<file path="src/envelope_waveform_oscillator_top_assert.svh">
// assertion macros for the envelope waveform oscillator top level
// expects clk_i and rst_ni in the including module
`ifndef ENVELOPE_WAVEFORM_OSCILLATOR_TOP_ASSERT_SVH
`define ENVELOPE_WAVEFORM_OSCILLATOR_TOP_ASSERT_SVH

// same-cycle implication
`define EWO_ASSERT_NOW(lbl, ante, cons, msg) \
  lbl: assert property (@(posedge clk_i) disable iff (!rst_ni) (ante) |-> (cons)) \
    else $error(msg);

// next-cycle implication
`define EWO_ASSERT_NEXT(lbl, ante, cons, msg) \
  lbl: assert property (@(posedge clk_i) disable iff (!rst_ni) (ante) |=> (cons)) \
    else $error(msg);

`endif

</file>
<file path="src/ewo_pkg.sv">
// shared types and constants of the envelope waveform oscillator
// no dependencies
package ewo_pkg;

  localparam int unsigned SAMPLE_RATE_HZ_DEF   = 48000;
  localparam int unsigned ENVELOPE_DEPTH_DEF   = 256;
  localparam int unsigned SINE_TABLE_DEPTH_DEF = 256;

  localparam logic [2:0] REG_WAVEFORM       = 3'd0;
  localparam logic [2:0] REG_USE_INSTRUMENT = 3'd1;
  localparam logic [2:0] REG_VOLUME_LENGTH  = 3'd2;
  localparam logic [2:0] REG_PITCH_LENGTH   = 3'd3;
  localparam logic [2:0] REG_DUTY_LENGTH    = 3'd4;
  localparam logic [2:0] REG_DEFAULT_DUTY   = 3'd5;

  localparam logic [2:0] WAVE_SQUARE   = 3'd0;
  localparam logic [2:0] WAVE_TRIANGLE = 3'd1;
  localparam logic [2:0] WAVE_SINE     = 3'd2;
  localparam logic [2:0] WAVE_SAWTOOTH = 3'd3;

  localparam logic [1:0] TSEL_VOLUME = 2'd0;
  localparam logic [1:0] TSEL_PITCH  = 2'd1;
  localparam logic [1:0] TSEL_DUTY   = 2'd2;

  localparam logic CMD_LOAD = 1'b0;
  localparam logic CMD_GEN  = 1'b1;

  localparam logic [15:0] DEFAULT_DUTY_RST = 16'd32768;
  localparam logic [8:0]  LENGTH_RST       = 9'd1;

  localparam logic [17:0] SIN_A = 18'd102944;
  localparam logic [17:0] SIN_B = 18'd42334;
  localparam logic [16:0] SIN_C = 17'd4926;

  localparam logic [1:0] POLY_C = 2'd0;
  localparam logic [1:0] POLY_B = 2'd1;
  localparam logic [1:0] POLY_A = 2'd2;

  typedef struct packed {
    logic       ld_entry;
    logic       start;
    logic       freq_en;
    logic       wave_en;
    logic       fold_en;
    logic       sq_en;
    logic       poly_en;
    logic [1:0] poly_op;
    logic       sine_en;
    logic       mul_en;
    logic       scale_en;
    logic       div5_en;
    logic       load_out;
  } ewo_ctl_t;

  typedef struct packed {
    logic acc_ok;
    logic sine_sel;
  } ewo_stat_t;

endpackage

</file>
<file path="src/ewo_ctrl.sv">
// sequencer of the envelope waveform oscillator: handshakes and datapath commands
// uses ewo_pkg
module ewo_ctrl (
  input  logic                clk_i,
  input  logic                rst_ni,
  input  logic                in_valid_i,
  output logic                in_stall_o,
  input  logic                cmd_i,
  output logic                out_valid_o,
  input  logic                out_stall_i,
  input  ewo_pkg::ewo_stat_t  stat_i,
  output ewo_pkg::ewo_ctl_t   ctl_o
);
  import ewo_pkg::*;

  localparam logic [4:0] ST_IDLE = 5'd0;
  localparam logic [4:0] ST_FREQ = 5'd1;
  localparam logic [4:0] ST_DIV  = 5'd2;
  localparam logic [4:0] ST_WAVE = 5'd3;
  localparam logic [4:0] ST_SW0  = 5'd4;
  localparam logic [4:0] ST_SW1  = 5'd5;
  localparam logic [4:0] ST_SW2  = 5'd6;
  localparam logic [4:0] ST_FOLD = 5'd7;
  localparam logic [4:0] ST_SQR  = 5'd8;
  localparam logic [4:0] ST_PC   = 5'd9;
  localparam logic [4:0] ST_PB   = 5'd10;
  localparam logic [4:0] ST_PA   = 5'd11;
  localparam logic [4:0] ST_SINW = 5'd12;
  localparam logic [4:0] ST_MUL  = 5'd13;
  localparam logic [4:0] ST_SCL  = 5'd14;
  localparam logic [4:0] ST_DIV5 = 5'd15;
  localparam logic [4:0] ST_DONE = 5'd16;

  logic [4:0] state_q, state_d;
  logic       out_valid_q, out_valid_d;
  logic       accept;
  logic       out_free;

  assign accept   = in_valid_i && (state_q == ST_IDLE);
  assign out_free = !out_valid_q || !out_stall_i;

  always_comb begin
    ctl_o          = '0;
    state_d        = state_q;
    ctl_o.ld_entry = accept && (cmd_i == CMD_LOAD);
    ctl_o.start    = accept && (cmd_i == CMD_GEN);
    case (state_q)
      ST_IDLE: begin
        if (ctl_o.start) state_d = ST_FREQ;
      end
      ST_FREQ: begin
        ctl_o.freq_en = 1'b1;
        state_d       = ST_DIV;
      end
      ST_DIV:  state_d = ST_WAVE;
      ST_WAVE: begin
        ctl_o.wave_en = 1'b1;
        state_d       = stat_i.sine_sel ? ST_SW0 : ST_MUL;
      end
      ST_SW0:  state_d = ST_SW1;
      ST_SW1:  state_d = ST_SW2;
      ST_SW2:  state_d = ST_FOLD;
      ST_FOLD: begin
        ctl_o.fold_en = 1'b1;
        state_d       = ST_SQR;
      end
      ST_SQR: begin
        ctl_o.sq_en = 1'b1;
        state_d     = ST_PC;
      end
      ST_PC: begin
        ctl_o.poly_en = 1'b1;
        ctl_o.poly_op = POLY_C;
        state_d       = ST_PB;
      end
      ST_PB: begin
        ctl_o.poly_en = 1'b1;
        ctl_o.poly_op = POLY_B;
        state_d       = ST_PA;
      end
      ST_PA: begin
        ctl_o.poly_en = 1'b1;
        ctl_o.poly_op = POLY_A;
        state_d       = ST_SINW;
      end
      ST_SINW: begin
        ctl_o.sine_en = 1'b1;
        state_d       = ST_MUL;
      end
      ST_MUL: begin
        ctl_o.mul_en = 1'b1;
        state_d      = ST_SCL;
      end
      ST_SCL: begin
        ctl_o.scale_en = 1'b1;
        state_d        = ST_DIV5;
      end
      ST_DIV5: begin
        ctl_o.div5_en = 1'b1;
        state_d       = ST_DONE;
      end
      ST_DONE: begin
        if (stat_i.acc_ok && out_free) begin
          ctl_o.load_out = 1'b1;
          state_d        = ST_IDLE;
        end
      end
      default: state_d = ST_IDLE;
    endcase
  end

  always_comb begin
    out_valid_d = out_valid_q;
    if (ctl_o.load_out) begin
      out_valid_d = 1'b1;
    end else if (!out_stall_i) begin
      out_valid_d = 1'b0;
    end
  end

  always_ff @(posedge clk_i or negedge rst_ni) begin
    if (!rst_ni) begin
      state_q     <= ST_IDLE;
      out_valid_q <= 1'b0;
    end else begin
      state_q     <= state_d;
      out_valid_q <= out_valid_d;
    end
  end

  assign in_stall_o  = (state_q != ST_IDLE);
  assign out_valid_o = out_valid_q;

endmodule

</file>
<file path="config.mk">
export PLATFORM = sky130hd
export DESIGN_NAME = ewo_ctrl
export DESIGN_NICKNAME = d
export VERILOG_FILES = /design/src/envelope_waveform_oscillator_top_assert.svh /design/src/ewo_pkg.sv /design/src/ewo_ctrl.sv
export SDC_FILE = /design/constraint.sdc
export NUM_CORES = 1
export LEC_CHECK = 0
export BUFFER_PORTS_ARGS = -buffer_cell sky130_fd_sc_hd__buf_2
export CORE_AREA = 2 2 39 41
export CTS_CLUSTER_SIZE = 12
export DETAILED_ROUTE_END_ITERATION = 12
export DIE_AREA = 0 0 41 43
export GPL_TIMING_DRIVEN = 0
export RECOVER_POWER = 50
export REMOVE_ABC_BUFFERS = 1
export SETUP_SLACK_MARGIN = 0.15
export SKIP_LAST_GASP = 1
export SYNTH_ARGS = -nofsm -noshare
export SYNTH_HDL_FRONTEND = slang
export SYNTH_SLANG_ARGS = --single-unit
</file>
<file path="constraint.sdc">
create_clock -name clk_i -period 1.3 [get_ports clk_i]
set_input_delay 0.39 -clock clk_i [delete_from_list [all_inputs] [get_ports clk_i]]
set_output_delay 0.39 -clock clk_i [all_outputs]
set_load 0.02 [all_outputs]
</file>
==> metrics, run 1 <==
Starting Density=30.74%; DP Area=521.8 um2; met3 wire length=approximately 86 um; Routed WL=1107 um; initial antenna violation count=0; Core ar.=0.001384 mm2; drt pass-1 iters=4; Max-Cap Viols=0; critical path depth in cells=3; Cell Pwr Density=2436 mW/mm2; CTS clk-pin slew, worst paths=0.05 ns; num rows=14; r2r worst-path depth=4; post-DP HPWL=695.6 um; uppermost layer routed=met3; Leakage Power=0.0003473 uW; Mean Syn Cell Area=8.341 um2; crit path DAT=1.32 ns; Worst-Skew Late Latency=around 0.24 ns; ANT nets after route=0; gr usage total=14.39%; synth top area cells=dfrtp_1 35%, nor2_1 7.9%, nor4_2 5.9%, nand2_1 4.4%, nor2_2 4.4%; Cell Area, Synth=425.4 um2; vias in the first global route=449; total congestion overflow=0; CP Max Fanout=4; Setup violations, final=15; Final WS setup=-0.4131 ns; #FFs+latches synth=6; met1 WL=between 400 and 500 um; die area=0.001763 mm2; EDFF count, synth=0; P&R area growth vs syn=63.82%; Hold Path Class=input pin to flip-flop; # diodes=0; Final period util=131.8%; Storage cell area=156.4 um2; Multi-input gate area=257.7 um2; final slew viol count=0; CTS Buf Count=3; via/cell ratio=4.737; Crit Reg-Reg Endpoint=state_q[4]; final hold viol count=0; Final GP Congestion=0.6305; post-DR wirelength/cell=11.18 um; commonest cells in the netlist=9 x nor2_1, 6 x dfrtp_1, 5 x nand2_1; kind of critical path=flip-flop to primary output; Worst-Margin Slew=0.3308 ns; Top delay family on crit path=flip-flops; CTS root buf=clkbuf_4; Final TNS setup=-5.042 ns; CTS max path bufs=2; DP Worst Slack=-0.2259 ns; Main synth FF type=dfrtp_1; critical path endpoint=ctl_o[11]; chip height=43 um; area leader, netlist=dfrtp_1; Buf/Inv on CP=1; Worst EP required=0.91 ns; clk_skew=0.003504 ns; failing checks=negative setup slack; Final Cell Area=696.9 um2; TritonCTS clock tree=done; peak supply drop=0.8827 mV; R2R Path Start=state_q[1]; Pwr Total=~1700 uW; fin nets=92; number of buffers added on ports=22; sequential share of the synthesized area=approximately a third; global-route wire length before repair=1718 um; placed cells=84; Max Clock Freq=583.7 MHz; Layout fillers=around 140; Non-Filler Instances=99; Detailed Route Iter0 Violations=7; startpoint types=flip-flop; largest net degree at the start of global routing=11; Synth async-reset ratio=100.0%; unrepaired setup endpoints after global routing=yes; r2r setup slk=around 0.17 ns; count of cell types in the netlist=25; met2 wire len=592 um; IO Count=23; Die W=about 41 um; clock sinks=6; Synth Instances=51; residual DRC count=0; crit end category=primary output; CP Cell Sequence=nand2b_4 > nor4_1 > buf_2; top-count cell post-synth=nor2_1; relative slew slack=77.94%; largest stage delay on the critical path=0.44 ns; layout cells sized above 1=roughly 61%; Yosys top cell area share=a little over a third; htree depth=1; synth warn=0; crit path from=state_q[1]; Vias=469; minimum clock period=1.713 ns; critical path's slowest cell=dfrtp_2; status=finished, violations left
[flip-flops by register name (all words and copies together), names as in the netlist]
signal / flops
state_q: 5
out_valid_o: 1
[cell usage in the layout (no fill, tap or decap)]
cell           count
nand2b_1           1
dlygate4sd3_1      1
clkbuf_4           3
nor3_1             1
buf_2             10
a41oi_1            1
nor2_2             3
nor2_1             8
clkbuf_1           1
nand2b_4           1
a41o_1             1
nand3_1            1
nor3b_2            1
o21ai_1            1
nor4_2             2
nand2_2            1
buf_4             20
buf_6              2
nor2_4             1
nand3b_2           1
o31ai_1            1
inv_1              1
dfrtp_1            1
a21o_1             1
o21a_1             1
xnor2_1            1
nand2_1            5
nor3_2             1
dfrtp_2            5
a21oi_1            3
nand3b_1           1
nor4_1             1
[worst min-delay path, stage by stage]
cell and delay [ns]:
buf_2 0.07, nand2_1 0.05, o21ai_1 0.08
[final cells by class]
class | count | area share (%)
timing repair buffer | 34 | 33.93
inverter | 1 | 0.5386
tap | 16 | 2.873
clock buffer | 3 | 3.232
multi-input combinational | 39 | 36.98
sequential | 6 | 22.44
[metrics by stage]
step	hold WS (ns)	util, %
after floorplan	0.09441	-
after detailed placement	0.2206	37.70
after global placement	0.2125	37.70
final	0.3953	50.36
after CTS	0.3912	48.82
after global routing	0.4445	50.36
[routing by layer]
layer	up-vias	track usage, %
met3	0	3.141
met2	15	23.75
li1	242	-
met1	212	15.89
met5	-	0
met4	0	8.000
[worst min path at each step]
stage	startpoint	end	slack, ns	depth (start not counted)
after global routing	out_stall_i	out_valid_o	0.44	3
after detailed placement	rst_ni	out_valid_o	0.22	1
after floorplan	rst_ni	out_valid_o	0.09	0
final	out_stall_i	out_valid_o	0.40	3
after CTS	out_stall_i	out_valid_o	0.39	3
after global placement	rst_ni	out_valid_o	0.21	1
[what timing repair did]
item / in CTS / in global routing
pin swaps: 4 / 0
buffers inserted: 9 / 2
gates resized for setup: 19 / 3
setup endpoints to repair: 17 / 17
gates cloned: 0 / 0
endpoints found under the hold margin: 6 / 0
hold buffers: 1 / 0
[cell families (layout without fill, tap and decap cells)]
kind of cell / count (synthesis) / after routing / synth area share, %
AOI/OAI and AO/OA: 9 / 9 / 14.41
xor gates and xnor gates: 1 / 1 / 2.059
buffers and inverters: 6 / 38 / 8.822
DFF: 6 / 6 / 35.29
and+or+nand+nor: 29 / 29 / 39.41
[where the power goes]
| part | internal (uW) | total [uW] | switching (uW) |
|---|---|---|---|
| clock | 104 | 170 | 65.3 |
| combinational | 530 | 1060 | 533 |
| sequential | 279 | 466 | 187 |
| total | 913 | 1700 | 785 |
(Power assumes the default switching activity.)
==> inputs of run 2 (changes only) <==
- ABC_AREA: unset -> 1
- CAP_MARGIN: unset -> 40
- SLEW_MARGIN: unset -> 10
==> run 2 against run 1 <==
The run still ends with negative setup slack left. Register-to-register slack lost 0.19 ns. Sequential share of layout area fell by 5.6 points. Final area grew 31%. Critical path depth rose by 3. Critical path type unchanged. Cell count grew 21%. Global-route usage is 4.9 points higher. Maximum frequency is 1.3% lower.
==> metrics, run 2 <==
commonest non-fill, non-tap cell in the layout=buf_6; final hold viol count=0 (unchanged); Net Sw Power=1086 uW (+38%); post-DR wirelength/cell=15.03 um (+34%); power share of the combinational group=75.1% (+12 points); peak supply drop=1.327 mV (+50%); Leakage Power=0.0004469 uW (+29%); Non-Filler Instances=120 (+21%); kind of critical path=flip-flop to primary output; Worst-Margin Slew=0.3298 ns (-0.001019 ns); fin nets=113 (+23%); clock network power share=7.7% (-2.3 points); Main synth FF type=dfrtp_1; relative slew slack=78.01% (about the same); number of buffers added on ports=22 (unchanged); clk_skew=0.006013 ns (+0.002508 ns); cell repeated most along the worst path=nor2_4; Mean Syn Cell Area=6.781 um2 (-19%); P_int=1183 uW (+30%); CTS max path bufs=2 (unchanged); via/cell ratio=4.892 (+3.3%); unrepaired setup endpoints after global routing=yes; Biggest register=state_q; count of cell types in the netlist=17 (-32%); drt pass-1 iters=4 (unchanged); commonest cells in the netlist=15 x nor2_1, 8 x inv_1, 6 x dfrtp_1, 6 x nand2_1, 5 x nand3_1; Worst-Skew Late Latency=0.25 ns (about the same); synth top area cells=dfrtp_1 36%, nor2_1 13%, inv_1 7.1%, nand3_1 6.0%, nor2_2 6.0%; Die W=41 um (unchanged); status=finished, violations left; layout cells sized above 1=69.23% (+7.8 points); IO Count=23 (unchanged); top-count cell post-synth=nor2_1; Cell Pwr Density=2481 mW/mm2 (+1.8%); Routed WL=1803 um (+63%); Hold Path Class=input pin to flip-flop; Synth Instances=62 (+22%); global-route wire length before repair=2263 um (+32%); final slew viol count=0 (unchanged); chip height=43 um (unchanged); minimum clock period=1.735 ns (+0.02202 ns); #FFs+latches synth=6 (unchanged); DP Area=543.0 um2 (+4.1%); CTS Buf Count=3 (unchanged); placed cells=99 (+18%); Synth async-reset ratio=100.0% (unchanged); Yosys top cell area share=35.71% (+0.42 points); crit path DAT=1.35 ns (+0.03 ns); CTS root buf=clkbuf_4; CP Max Fanout=4 (unchanged); Final Cell Area=914.6 um2 (+31%); Detailed Route Iter0 Violations=6 (-1); total congestion overflow=0 (unchanged); Max-Cap Viols=0 (unchanged); htree depth=1 (unchanged); TritonCTS clock tree=done; ANT nets after route=0 (unchanged); sequential share of the synthesized area=35.71% (+0.42 points); EDFF count, synth=0 (unchanged); most frequent cells in the layout=17 x buf_6, 15 x buf_4, 8 x nor2_4, 8 x nor2_1, 6 x inv_1; # diodes=0 (unchanged); residual DRC count=0 (unchanged); area leader, netlist=dfrtp_1; number of flip-flops in the largest register=5 (unchanged); largest stage delay on the critical path=0.44 ns (about the same); clock sinks=6 (unchanged); Switching Share=47.87% (+1.6 points); die area=0.001763 mm2 (unchanged); crit end category=primary output; critical path's slowest cell=dfrtp_2; Starting Density=30.38% (-0.36 points); num rows=14 (unchanged); Final Core Density=66.09% (+16 points); Final period util=133.5% (+1.7 points); Vias=587 (+25%); gr usage total=19.31% (+4.9 points); failing checks=negative setup slack; vias in the first global route=509 (+13%); Final WS setup=-0.4351 ns (-0.02202 ns); Final GP Congestion=0.7892 (+25%); Cell Area, Synth=420.4 um2 (-1.2%); Core ar.=0.001384 mm2 (unchanged); Max Clock Freq=576.3 MHz (-1.3%); largest net degree at the start of global routing=7 (-4); CTS clk-pin slew, worst paths=0.05 ns (about the same); Sequential Power Share=17.2% (-10 points); post-DP HPWL=804.4 um (+16%); Worst EP required=0.91 ns (about the same); CP Cell Sequence=nor2_4 > nand2_4 > nor2_4 > nand2_2 > nor2_1 > buf_4; Setup violations, final=17 (+2); initial antenna violation count=0 (unchanged); DP Worst Slack=-0.2694 ns (-0.04353 ns); synth warn=0 (unchanged); startpoint types=flip-flop; P&R area growth vs syn=117.6%
-- run 2: cell types whose count changed in the layout (fill, tap and decap cells not counted), moves of 3 or more --
| cell | before | now |
|---|---|---|
| buf_2 | 10 | 5 |
| buf_4 | 20 | 15 |
| buf_6 | 2 | 17 |
| inv_1 | 1 | 6 |
| inv_2 | 0 | 4 |
| nand3_1 | 1 | 4 |
| nor2_4 | 1 | 8 |
-- run 2: path summary, 6_finish.rpt --
check                             from          end  slack, ns  depth (start not counted)
min reg2reg                out_valid_o  out_valid_o       0.56                          2
max                         state_q[1]    ctl_o[12]      -0.44                          6
min in group asynchronous       rst_ni  out_valid_o       0.54                          2
max reg2reg                 state_q[1]   state_q[0]      -0.02                          8
max in group asynchronous       rst_ni   state_q[0]       0.48                          2
min                        out_stall_i  out_valid_o       0.41                          3
-- run 2: layout make-up --
| class | count | area [um2] |
|---|---|---|
| clock buffers | 3 | 22.52 |
| fillers | 109 | 469.2 |
| inverters | 12 | 50.05 |
| flip-flops and latches | 6 | 153.9 |
| multi-input cells | 43 | 305.3 |
| repair buffers | 40 | 362.8 |
| well taps | 16 | 20.02 |
-- run 2: power by group through the flow --
stage / Sequential (uW) / Clock, uW / Combinational (uW)
3_3_place_gp: 359 / 0 / 753
5_1_grt: 395 / 194 / 1800
4_1_cts: 376 / 171 / 1270
3_5_place_dp: 360 / 0 / 759
6_report: 389 / 176 / 1700
2_1_floorplan: 345 / 0 / 572
-- run 2: cells by family (layout without fill, tap and decap cells) --
| group | Yosys count | count (layout) | synth area share [%] |
|---|---|---|---|
| AOI/OAI and AO/OA | 7 | 7 | 9.224 |
| and+or+nand+nor | 36 | 36 | 41.96 |
| DFF | 6 | 6 | 35.71 |
| buffers and inverters | 13 | 55 | 13.10 |
-- run 2: repair_timing --
item	in CTS	in global routing
resized for setup	37	25
hold buffers	1	0
setup buffers	14	4
endpoints found under the setup margin	17	19
endpoints found under the hold margin	6	0
pin swaps	6	8
-- run 2: per-stage QoR --
| stage | setup TNS (ns) | total power [uW] | hold WS [ns] |
|---|---|---|---|
| 2_1_floorplan | -0.7921 | 916.8 | 0.09441 |
| 3_3_place_gp | -1.261 | 1112 | 0.2141 |
| 3_5_place_dp | -1.361 | 1119 | 0.2189 |
| 4_1_cts | -4.573 | 1813 | 0.4113 |
| 5_1_grt | -6.565 | 2393 | 0.4206 |
| 6_report | -5.548 | 2269 | 0.4081 |
-- run 2: worst max-delay path, delay by kind of cell, from the launching register on --
kind	cells	cell delay, ns
AND/OR/NAND/NOR	5	0.50
flip-flops	1	0.44
buffers and inverters	1	0.15
-- run 2: metal layers --
layer  global-route usage (%)  vias up  share of wire, %
met4                    2.667        0               3.2
met1                    22.70      280                35
met3                    8.377        6               4.6
li1                         -      279                 -
met2                    31.87       22                57
met5                        0        -                 0
==> inputs of run 3 (changes only) <==
- RECOVER_POWER: 50 -> unset
- SETUP_SLACK_MARGIN: 0.15 -> unset
==> run 3 against run 2 <==
The run ends with design-rule violations, negative setup slack left. Cell count is the same. Wire length shrank 6.9%. Critical path depth is the same. Hold slack gained 0.0048 ns. Maximum frequency shrank 0.92%. Final area shrank 2.6%. Power shrank 2.9%.
==> metrics, run 3 (synthesized netlist as in run 2, its figures left out) <==
status=finished, violations left; failing checks=design-rule violations, negative setup slack; r2r worst-path depth=8 (unchanged); Final TNS setup=-5.138 ns (+0.4101 ns); Storage cell area=153.9 um2 (unchanged); Non-Filler Instances=120 (unchanged); Worst-Margin Slew=0.2550 ns (-0.07482 ns); most frequent cells in the layout=18 x buf_4, 13 x buf_6, 8 x nor2_4, 8 x nor2_1, 7 x buf_2; startpoint types=flip-flop; CP Max Fanout=4 (unchanged); Hold Path Class=input pin to flip-flop; most crowded layer after global routing=met2; Final Core Density=64.38% (-1.7 points); Final WS setup=-0.4511 ns (-0.01604 ns); Layout fillers=104 (-4.6%); Starting Density=30.38% (unchanged); number of flip-flops in the largest register=5 (unchanged); largest net degree at the start of global routing=7 (unchanged); gr usage total=19.31% (unchanged); CP Cell Sequence=nor2_4 > nand2_4 > nor2_4 > nand2_2 > nor2_1 > buf_4; minimum clock period=1.751 ns (+0.01604 ns); CTS max path bufs=2 (unchanged); hold depth=3 (unchanged); kind of critical path=flip-flop to primary output; num rows=14 (unchanged); residual DRC count=2 (+2); critical path's slowest cell=dfrtp_2; number of buffers added on ports=22 (unchanged); final hold viol count=0 (unchanged); cell repeated most along the worst path=nor2_4; largest stage delay on the critical path=0.44 ns (about the same); met1 Use GR=22.70% (unchanged); Cell Pwr Density=2473 mW/mm2 (-0.35%); DP Area=543.0 um2 (unchanged); peak supply drop=1.394 mV (+5.1%); ANT nets after route=0 (unchanged); placed cells=99 (unchanged); crit end category=primary output; via/cell ratio=4.817 (-1.5%); Buf/Inv on CP=1 (unchanged); die area=0.001763 mm2 (unchanged); Detailed Route Iter0 Violations=10 (+4); final slew viol count=0 (unchanged); Vias=578 (-1.5%); # diodes=0 (unchanged); total congestion overflow=0 (unchanged); P&R area growth vs syn=111.9%; Crit Reg-Reg Endpoint=state_q[0]; Worst Hold End=out_valid_o; critical path depth in cells=6 (unchanged); commonest non-fill, non-tap cell in the layout=buf_4; chip height=43 um (unchanged); Multi-input gate area=297.8 um2 (-2.5%); IO Count=23 (unchanged); post-DR wirelength/cell=13.98 um (-6.9%); unrepaired setup endpoints after global routing=yes; CTS Buf Count=3 (unchanged); R2R Path Start=state_q[1]; CTS root buf=clkbuf_4; global-route wire length before repair=2263 um (unchanged); Biggest register=state_q; GR Layer Usage met3=8.377% (unchanged); Worst-Skew Late Latency=0.24 ns (about the same); htree depth=1 (unchanged); fin nets=113 (unchanged); post-DP HPWL=804.4 um (unchanged); Setup violations, final=16 (-1); relative slew slack=83.00% (+5.0 points); CTS clk-pin slew, worst paths=0.05 ns (about the same); Core ar.=0.001384 mm2 (unchanged); Final period util=134.7% (+1.2 points); Die W=41 um (unchanged); TritonCTS clock tree=done; vias in the first global route=509 (unchanged); Global Route met2 Usage=31.87% (unchanged); Worst EP required=0.91 ns (about the same); Final Cell Area=890.9 um2 (-2.6%); clock sinks=6 (unchanged); Max-Cap Viols=0 (unchanged); Leakage Power=0.0004423 uW (-1.0%); crit path DAT=1.36 ns (about the same); Top delay family on crit path=simple AND/OR/NAND/NOR gates; Max Clock Freq=571.1 MHz (-0.92%); clk_skew=0.003064 ns (-0.002949 ns); layout cells sized above 1=68.27% (-0.96 points); drt pass-1 iters=7 (+3); DP Worst Slack=-0.2694 ns (unchanged); Final GP Congestion=0.7892 (unchanged); r2r setup slk=-0.01 ns (about the same); hold path start=out_stall_i; Routed WL=1678 um (-6.9%); initial antenna violation count=0 (unchanged)
-- run 3: changes by cell type in the layout (fill, tap and decap cells not counted) --
cell      delta
buf_2        +2
a21oi_1      +1
clkbuf_1     -1
o21ai_2      -1
buf_6        -4
a21oi_2      -1
o21ai_1      +1
buf_4        +3
-- run 3: report_power, final --
| part | total [uW] | switching, uW | internal, uW |
|---|---|---|---|
| clock | 171 | 66.7 | 104 |
| sequential | 387 | 116 | 271 |
| combinational | 1650 | 866 | 779 |
-- run 3: metrics by stage --
| stage | total power (uW) | hold slack, ns |
|---|---|---|
| 2_1_floorplan | 916.8 | 0.09441 |
| 3_3_place_gp | 1112 | 0.2141 |
| 3_5_place_dp | 1119 | 0.2189 |
| 4_1_cts | 1812 | 0.4113 |
| 5_1_grt | 2316 | 0.4330 |
| 6_report | 2203 | 0.4129 |
-- run 3: area by class of cell --
class	count	share of cell area, %
multi-input cells	43	33.43
well taps	16	2.247
flip-flops and latches	6	17.28
clock buffers	3	2.528
repair buffers	40	38.90
inverters	12	5.618
-- run 3: what timing repair did --
item / in CTS / in global routing
buffers inserted: 14 / 4
gates resized for setup: 35 / 21
endpoints found under the setup margin: 15 / 16
hold buffers: 1 / 0
hold endpoints to repair: 6 / 0
pin swaps: 6 / 5
-- run 3: worst max path at each step --
stage / from / endpoint
after global placement: state_q[2] / ctl_o[12]
after CTS: state_q[1] / ctl_o[12]
final: state_q[1] / ctl_o[12]
after floorplan: state_q[2] / ctl_o[12]
after global routing: state_q[3] / ctl_o[12]
after detailed placement: state_q[2] / ctl_o[12]
-- run 3: worst reg2reg max path, delay by kind of cell (launching register included) --
| family | cells | cell delay [ns] |
|---|---|---|
| AO/OA/AOI/OAI | 1 | 0.05 |
| buffers and inverters | 2 | 0.22 |
| flip-flops | 1 | 0.44 |
| AND/OR/NAND/NOR | 5 | 0.47 |
-- run 3: layer usage --
metal	vias up	wire [um]
met2	22	940
met4	0	14
met3	2	80
li1	278	-
met5	-	0
met1	276	643
